--- config.mk ---
export PLATFORM = sky130hd
export DESIGN_NAME = date_period_overlap_days_flat
export DESIGN_NICKNAME = d
export VERILOG_FILES = /design/src/rtl/dpo_pkg.sv /design/src/rtl/dpo_stream_if.sv /design/src/rtl/date_period_overlap_days.sv /design/src/flat_wrapper.sv
export SDC_FILE = /design/constraint.sdc
export NUM_CORES = 2
export LEC_CHECK = 0
export BUFFER_PORTS_ARGS = -buffer_cell sky130_fd_sc_hd__buf_2
export CORE_ASPECT_RATIO = 1.25
export CORE_MARGIN = 1.5
export CORE_UTILIZATION = 55
export CTS_CLUSTER_SIZE = 16
export DETAILED_ROUTE_END_ITERATION = 10
export PLACE_DENSITY = 0.7
export SYNTH_ARGS = -nofsm -noshare
export SYNTH_HDL_FRONTEND = slang
export SYNTH_SLANG_ARGS = --single-unit
export TNS_END_PERCENT = 1
--- constraint.sdc ---
create_clock -name clk -period 18.34 [get_ports clk]
set_input_delay 3.668 -clock clk [delete_from_list [all_inputs] [get_ports clk]]
set_output_delay 3.668 -clock clk [all_outputs]
set_load 0.01 [all_outputs]
--- src/rtl/dpo_pkg.sv ---
// Package: payload types, calendar tables and constants for the period overlap counter.
`default_nettype none
package dpo_pkg;

  localparam int YEAR_W   = 14;
  localparam int MONTH_W  = 4;
  localparam int DAY_W    = 5;
  localparam int DAYS_W   = 22;
  localparam int SERIAL_W = 23;
  localparam int LANES    = 4;

  // Year offset that keeps the leap pattern and avoids year 0 handling.
  localparam int YEAR_SHIFT = 400;
  // floor(x / 25) == (x * RECIP_25) >> RECIP_SHIFT for x below 4681.
  localparam int RECIP_25    = 2622;
  localparam int RECIP_SHIFT = 16;
  localparam int PROD_W      = 24;

  localparam logic [DAYS_W-1:0] OVL_MAX = {DAYS_W{1'b1}};

  localparam logic [MONTH_W-1:0] MONTH_JAN = 4'd1;
  localparam logic [MONTH_W-1:0] MONTH_FEB = 4'd2;
  localparam logic [MONTH_W-1:0] MONTH_DEC = 4'd12;

  typedef struct packed {
    logic [YEAR_W-1:0]  start1_year;
    logic [MONTH_W-1:0] start1_month;
    logic [DAY_W-1:0]   start1_day;
    logic [YEAR_W-1:0]  end1_year;
    logic [MONTH_W-1:0] end1_month;
    logic [DAY_W-1:0]   end1_day;
    logic [YEAR_W-1:0]  start2_year;
    logic [MONTH_W-1:0] start2_month;
    logic [DAY_W-1:0]   start2_day;
    logic [YEAR_W-1:0]  end2_year;
    logic [MONTH_W-1:0] end2_month;
    logic [DAY_W-1:0]   end2_day;
  } req_t;

  typedef struct packed {
    logic [DAYS_W-1:0] overlap_days;
    logic              date_error;
  } rsp_t;

  // Length of a month; months outside 1..12 give 0.
  function automatic logic [DAY_W-1:0] month_days(input logic [MONTH_W-1:0] m,
                                                  input logic leap);
    logic [DAY_W-1:0] len;
    unique case (m)
      4'd1, 4'd3, 4'd5, 4'd7, 4'd8, 4'd10, 4'd12: len = 5'd31;
      4'd4, 4'd6, 4'd9, 4'd11:                    len = 5'd30;
      4'd2:                                       len = leap ? 5'd29 : 5'd28;
      default:                                    len = 5'd0;
    endcase
    return len;
  endfunction

  // Days in the year before the first of month m.
  function automatic logic [8:0] days_before(input logic [MONTH_W-1:0] m);
    logic [8:0] n;
    unique case (m)
      4'd1:    n = 9'd0;
      4'd2:    n = 9'd31;
      4'd3:    n = 9'd59;
      4'd4:    n = 9'd90;
      4'd5:    n = 9'd120;
      4'd6:    n = 9'd151;
      4'd7:    n = 9'd181;
      4'd8:    n = 9'd212;
      4'd9:    n = 9'd243;
      4'd10:   n = 9'd273;
      4'd11:   n = 9'd304;
      4'd12:   n = 9'd334;
      default: n = 9'd0;
    endcase
    return n;
  endfunction

endpackage
`default_nettype wire

--- src/rtl/dpo_stream_if.sv ---
// Interface: valid/ready channel carrying one payload item.
`default_nettype none
interface dpo_stream_if #(
  parameter type T = logic
);
  logic valid;
  logic ready;
  T     data;

  modport source (output valid, output data, input ready);
  modport sink   (input valid, input data, output ready);
endinterface
`default_nettype wire

--- src/rtl/date_period_overlap_days.sv ---
// Top level: pipelined day count of the overlap of two Gregorian date periods.
//
// Channels: req (sink) takes one item holding two periods, each a start and
// an end date (year, month, day). rsp (source) returns one item per request:
// overlap_days, the days from the later start to the earlier end with the end
// day excluded (0 when the periods do not overlap, saturated at 22 bits), and
// date_error, set when any month or day is out of range (count then 0).
// Both use valid/ready; an item moves when valid and ready are high together.
// Pipeline: four register stages (year products, serial day numbers, max/min of
// the bounds, clamped difference); an accepted item passes through them in that
// order, and rsp.valid rises when it reaches the last stage.
// Throughput: one item per cycle; each stage is taken when it is empty or its
// successor moves, so the pipeline stays full while the receiver is ready.
// Stall: when rsp.ready is low the result holds and the stages behind it fill;
// req.ready drops once all four stages hold an item. Nothing is lost or doubled.
// Reset (rst, synchronous, active high) empties all stages; payload registers
// are not cleared.
`default_nettype none
module date_period_overlap_days (
  input  wire logic      clk,
  input  wire logic      rst,
  dpo_stream_if.sink     req,
  dpo_stream_if.source   rsp
);

  localparam int L = dpo_pkg::LANES;

  // lane 0: start1, 1: end1, 2: start2, 3: end2
  logic [dpo_pkg::YEAR_W-1:0]  lane_y [L];
  logic [dpo_pkg::MONTH_W-1:0] lane_m [L];
  logic [dpo_pkg::DAY_W-1:0]   lane_d [L];
  dpo_pkg::req_t               req_data;

  logic adv1, adv2, adv3, adv4;
  logic v1, v2, v3, v4;

  // stage 1 registers
  logic [dpo_pkg::SERIAL_W-1:0] yy365  [L];
  logic [12:0]                  q      [L];
  logic [dpo_pkg::PROD_W-1:0]   prod_p [L];
  logic [11:0]                  qy     [L];
  logic [dpo_pkg::PROD_W-1:0]   prod_y [L];
  logic [1:0]                   ylow   [L];
  logic [dpo_pkg::MONTH_W-1:0]  m1     [L];
  logic [dpo_pkg::DAY_W-1:0]    d1     [L];

  // stage 2 registers
  logic [dpo_pkg::SERIAL_W-1:0] serial [L];
  logic [L-1:0]                 ok;

  // stage 3 registers
  logic [dpo_pkg::SERIAL_W-1:0] lo, hi;
  logic                         bad;

  // stage 4 registers
  logic [dpo_pkg::DAYS_W-1:0]   overlap_days;
  logic                         date_error;

  assign req_data = req.data;

  always_comb begin
    lane_y[0] = req_data.start1_year;
    lane_m[0] = req_data.start1_month;
    lane_d[0] = req_data.start1_day;
    lane_y[1] = req_data.end1_year;
    lane_m[1] = req_data.end1_month;
    lane_d[1] = req_data.end1_day;
    lane_y[2] = req_data.start2_year;
    lane_m[2] = req_data.start2_month;
    lane_d[2] = req_data.start2_day;
    lane_y[3] = req_data.end2_year;
    lane_m[3] = req_data.end2_month;
    lane_d[3] = req_data.end2_day;
  end

  // a stage loads when it is empty or its successor moves on
  assign adv4      = !v4 || rsp.ready;
  assign adv3      = !v3 || adv4;
  assign adv2      = !v2 || adv3;
  assign adv1      = !v1 || adv2;
  assign req.ready = adv1;

  always_ff @(posedge clk) begin
    if (rst) begin
      v1 <= 1'b0;
      v2 <= 1'b0;
      v3 <= 1'b0;
      v4 <= 1'b0;
    end else begin
      if (adv1) v1 <= req.valid;
      if (adv2) v2 <= v1;
      if (adv3) v3 <= v2;
      if (adv4) v4 <= v3;
    end
  end

  for (genvar i = 0; i < L; i++) begin : g_lane
    logic [14:0] yy;
    logic [14:0] p;
    logic [7:0]  cent_p;
    logic [7:0]  cent_y;
    logic [11:0] cent_y25;
    logic        leap;
    logic        ok_next;
    logic [dpo_pkg::SERIAL_W-1:0] serial_next;

    assign yy = 15'(lane_y[i]) + 15'(dpo_pkg::YEAR_SHIFT);
    assign p  = yy - 15'd1;

    // stage 1: year products and reciprocal multiplies for the /25 steps
    always_ff @(posedge clk) begin
      if (adv1) begin
        yy365[i]  <= dpo_pkg::SERIAL_W'(yy) * dpo_pkg::SERIAL_W'(365);
        q[i]      <= p[14:2];
        prod_p[i] <= dpo_pkg::PROD_W'(p[14:2]) * dpo_pkg::PROD_W'(dpo_pkg::RECIP_25);
        qy[i]     <= lane_y[i][13:2];
        prod_y[i] <= dpo_pkg::PROD_W'(lane_y[i][13:2]) *
                     dpo_pkg::PROD_W'(dpo_pkg::RECIP_25);
        ylow[i]   <= lane_y[i][1:0];
        m1[i]     <= lane_m[i];
        d1[i]     <= lane_d[i];
      end
    end

    // stage 2: leap year, range check and serial day number
    assign cent_p   = prod_p[i][dpo_pkg::RECIP_SHIFT +: 8];
    assign cent_y   = prod_y[i][dpo_pkg::RECIP_SHIFT +: 8];
    assign cent_y25 = 12'(cent_y) * 12'd25;
    // divisible by 4, and either not by 100 or also by 400
    assign leap     = (ylow[i] == 2'd0) && ((qy[i] != cent_y25) || (cent_y[1:0] == 2'd0));
    assign ok_next  = (m1[i] >= dpo_pkg::MONTH_JAN) && (m1[i] <= dpo_pkg::MONTH_DEC) &&
                      (d1[i] != '0) && (d1[i] <= dpo_pkg::month_days(m1[i], leap));
    assign serial_next = yy365[i] + dpo_pkg::SERIAL_W'(q[i])
                       - dpo_pkg::SERIAL_W'(cent_p) + dpo_pkg::SERIAL_W'(cent_p[7:2])
                       + dpo_pkg::SERIAL_W'(dpo_pkg::days_before(m1[i]))
                       + dpo_pkg::SERIAL_W'(leap && (m1[i] > dpo_pkg::MONTH_FEB))
                       + dpo_pkg::SERIAL_W'(d1[i]);

    always_ff @(posedge clk) begin
      if (adv2) begin
        serial[i] <= serial_next;
        ok[i]     <= ok_next;
      end
    end
  end

  // stage 3: later start, earlier end
  always_ff @(posedge clk) begin
    if (adv3) begin
      lo  <= (serial[0] > serial[2]) ? serial[0] : serial[2];
      hi  <= (serial[1] < serial[3]) ? serial[1] : serial[3];
      bad <= !(&ok);
    end
  end

  // stage 4: clamp at zero, saturate, drop the count on a bad date
  logic [dpo_pkg::SERIAL_W-1:0] diff;
  logic [dpo_pkg::DAYS_W-1:0]   cnt_next;

  assign diff = hi - lo;

  always_comb begin
    if (bad || !(hi > lo)) begin
      cnt_next = '0;
    end else if (diff[dpo_pkg::SERIAL_W-1]) begin
      cnt_next = dpo_pkg::OVL_MAX;
    end else begin
      cnt_next = diff[dpo_pkg::DAYS_W-1:0];
    end
  end

  always_ff @(posedge clk) begin
    if (adv4) begin
      overlap_days <= cnt_next;
      date_error   <= bad;
    end
  end

  assign rsp.valid             = v4;
  assign rsp.data.overlap_days = overlap_days;
  assign rsp.data.date_error   = date_error;

`ifndef SYNTH
  a_error_zero: assert property (@(posedge clk) disable iff (rst)
    rsp.valid && rsp.data.date_error |-> rsp.data.overlap_days == '0)
    else $error("count not zero on a date error");

  a_stall_hold: assert property (@(posedge clk) disable iff (rst)
    rsp.valid && !rsp.ready |=> rsp.valid && $stable(rsp.data))
    else $error("result changed while stalled");

  a_free_ready: assert property (@(posedge clk) disable iff (rst)
    (!v4 || rsp.ready) |-> req.ready)
    else $error("input held off while the output moves");

  a_accept_reaches_out: assert property (@(posedge clk) disable iff (rst)
    req.valid && req.ready && rsp.ready ##1 rsp.ready ##1 rsp.ready ##1 rsp.ready
    |=> rsp.valid)
    else $error("accepted item missing at the output");
`endif

endmodule
`default_nettype wire

--- src/flat_wrapper.sv ---
// flat-port wrapper written by rule: the top's interface ports become plain ports
module date_period_overlap_days_flat import dpo_pkg::*;
  (clk, rst, req_valid, req_data, req_ready, rsp_valid, rsp_data, rsp_ready);
  dpo_stream_if #(.T(req_t)) req_i ();
  dpo_stream_if #(.T(rsp_t)) rsp_i ();
  input  wire logic clk;
  input  wire logic rst;
  input wire logic [$bits(req_i.valid)-1:0] req_valid;
  input wire logic [$bits(req_i.data)-1:0] req_data;
  output wire logic [$bits(req_i.ready)-1:0] req_ready;
  output wire logic [$bits(rsp_i.valid)-1:0] rsp_valid;
  output wire logic [$bits(rsp_i.data)-1:0] rsp_data;
  input wire logic [$bits(rsp_i.ready)-1:0] rsp_ready;
  assign req_i.valid = req_valid;
  assign req_i.data = req_data;
  assign req_ready = req_i.ready;
  assign rsp_valid = rsp_i.valid;
  assign rsp_data = rsp_i.data;
  assign rsp_i.ready = rsp_ready;
  date_period_overlap_days u_core (.clk(clk), .rst(rst), .req(req_i), .rsp(rsp_i));
endmodule
==> key figures <==
Worst setup path
  • FF-to-FF setup slack: 10660 ps
  • CP max stage delay: 610 ps
  • Critical R2R Launch: u_core.prod_y[1][18]
  • Kind of critical path: primary input to flop
  • Critical Path End Type: flop
  • Worst Path Arrival: 11170 ps
  • CP Launch Point: req_data[39]
  • CP Launch Type: primary input
  • Top cell by count, worst path: inv_1
  • Slowest stage cell, crit path: xnor2_1
  • Max Fanout on Critical Path: 12
  • CP required: 18690 ps

Worst hold path
  • Worst hold path class: flop to flop
  • Hold wc startpoint: u_core.v2

CTS
  • Worst skew pair latency: 640 ps
  • H-tree depth: 2
  • Clk buf depth: 3
  • Resized cells post-CTS: 0
  • TritonCTS Buffers: 55
  • CTS clk-pin slew, worst paths: 60 ps
  • Clk sink count: 462
  • Post-CTS Setup Repair Bufs: 0
  • CTS Hold Bufs: 0
  • CTS root buffer: clkbuf_16
  • TritonCTS clock tree: yes

Logic synthesis
  • EDFF count, synth: 458
  • Unique masters post-synth: 84
  • Ys flop type: edfxtp_1
  • #FFs+latches synth: approximately 460
  • Netlist Area Pre-Place: between 60000 and 70000 µm²
  • Post-synth ARST share: 0%
  • Post-Syn Instances: 5589
  • Cell taking the most area after synthesis: ha_1
  • Synthesis Warnings: 0
  • Syn_nets: 7737
  • Register area share after synthesis: around 23%
  • Post-Syn Area per Cell: 11.0 µm²
  • Top-area cell type share of the netlist area: 28.1%
  • Top cells by area, synth: ha_1 28%, edfxtp_1 22%, fa_1 22%

Global routing
  • Pin count of the biggest net entering global routing: 139
  • Initial antenna violation count: 7
  • GRT Util Overall: ~22%
  • First-pass GRT wire length: 203 mm
  • Vias in the first global route: 41000
  • Gr ovfl total: 0

Drt
  • Pre-antenna DRT Iters: 5
  • Routed wire length: between 100 and 150 mm
  • Vias per cell: 5.31
  • Routed vias: 38600
  • Initial DRC Count: 1542
  • Number of remaining DRC errors: 0
  • Post-route ant nets: 0
  • DR WL/cell: 16.6 µm

Cells and area
  • Share of cells above drive strength 1: 4.91%
  • Leading cell types in the layout, fill and taps excluded: 1379 x ha_1, 1257 x inv_1, 673 x fa_1
  • Area added between synthesis and finish: 7.42%
  • Reg area: 13800 µm²
  • Nets: 7924
  • Footprint of the multi-input gates: 42600 µm²
  • Fillcell total: 9227
  • Commonest non-fill, non-tap cell in the layout: ha_1

Timing
  • Slew headroom: 16.0%
  • Fmax achieved: 0.0924 GHz
  • Slew @ Worst Pin: 1250 ps
  • Worst Skew: between 30 and 40 ps
  • Unrepaired setup endpoints after global routing: no
  • Worst hold slack: 474 ps
  • Final period utilization: 59.0%
  • Setup TNS: 0 ps
  • Pins Over Slew Limit: 0
  • Endpoints failing setup: 0
  • Fin. Hold Viols: 0
  • Post-layout min period: between 10000 and 15000 ps

Floorplan
  • Initial Utilization: between 50% and 60%
  • Top-Level Pins: 121
  • Die Width: 302 µm
  • Core footprint: 110000 µm²
  • Die Ht: 376 µm
  • Die ar.: 114000 µm²
  • Std-Cell Rows: 136

Run status
  • Outcome: completed

Placed design
  • Placer Congestion: a little under 0.9
  • Post-DP HPWL: 102 mm
  • Port Buffers: 120

Job
  • MaxCap Viol Count: 0
layout make-up:
| cell class | instances | area share, % |
|---|---|---|
| multi-input combinational | 3835 | 64.7 |
| tap | 1449 | 2.75 |
| antenna | 3 | 0.0114 |
| inverter | 1267 | 7.22 |
| clock buffer | 59 | 2.14 |
| sequential | 462 | 21.0 |
| clock inverter | 45 | 0.786 |
| timing repair buffer | 155 | 1.35 |
cell families after synthesis:
group           Yosys count  synth area share [%]
mux                      59                  1.12
flops                   462                  22.6
compound gates          687                  7.19
fa+ha+maj              2052                  50.1
xor+xnor                417                  5.97
simple gates            620                  5.12
buf+inv                1292                  7.93
per-stage QoR:
step,utilization [%],instance area [µm²],cells,setup WS [ps]
6_report,59.7,65900,7275,7520
5_1_grt,59.7,65900,7275,6930
4_1_cts,59.7,65900,7272,7560
3_5_place_dp,58.0,63900,7168,6910
3_3_place_gp,58.0,63900,7168,7050
2_1_floorplan,-,61300,5589,4550
critical path: cells and delay by family:
family                     cells  cell delay, ps
buffers and inverters          8            1010
adders and majority gates      7            2810
AOI/OAI and AO/OA              7            1410
and+or+nand+nor                5            1340
xor gates and xnor gates       3             920
per-layer routing:
metal  global-route usage [%]  wire length (µm)  vias up  part of all wire (%)
li1                         -                 -    19000                     -
met1                     28.2             52400    18900                    43
met2                     40.5             62100      488                    51
met3                     2.05              3590      137                   3.0
met4                     5.05              2710        6                   2.2
met5                        0                29        -                 0.024
state kept, by name (all words and copies together), names as in the netlist, 4 cells and up:
name	count
u_core.serial	92
u_core.yy365	91
u_core.q	48
u_core.qy	47
u_core.prod_p	36
u_core.prod_y	33
u_core.hi	23
u_core.lo	23
u_core.overlap_days	22
u_core.d1	20
u_core.m1	16
u_core.ok	4
Yosys cell counts, types with 5 or more instances:
library cell  number
a31oi_1           24
nand3b_1          10
nor4_1            20
nor2b_1           43
a21boi_0           8
nand2b_1          28
a21o_1           104
o211ai_1          11
inv_2              8
o21ai_1           34
and2_1            10
o21ai_0           81
xnor2_1          325
nand2_1          107
a211o_1           11
a211oi_1          17
o2111ai_1          7
and4b_1            6
or3_1             21
xor2_1            91
a21oi_1          224
a21boi_1          11
or2_2              9
nor2_1           159
mux2_1            46
and3_1            25
a22oi_1            5
a2111oi_0          8
nand3_1           48
nand4_1           28
mux2i_1            8
o21bai_1          21
o31ai_1           13
ha_1            1379
fa_1             673
nand4b_1           5
o21a_1            57
inv_1           1258
o31a_1             7
nor3_1            81
edfxtp_1         458
clkbuf_1          18
worst paths after layout:
kind                                        endpoint  cells after the start
worst max-delay path            u_core.prod_p[2][22]                     30
worst min register to register             u_core.v3                      2
worst max register to register  u_core.serial[1][21]                     27
worst min-delay path                       u_core.v3                      2
Power is not shown: default switching activity piles up to over one toggle a cycle in this logic, so the estimate is an artifact.
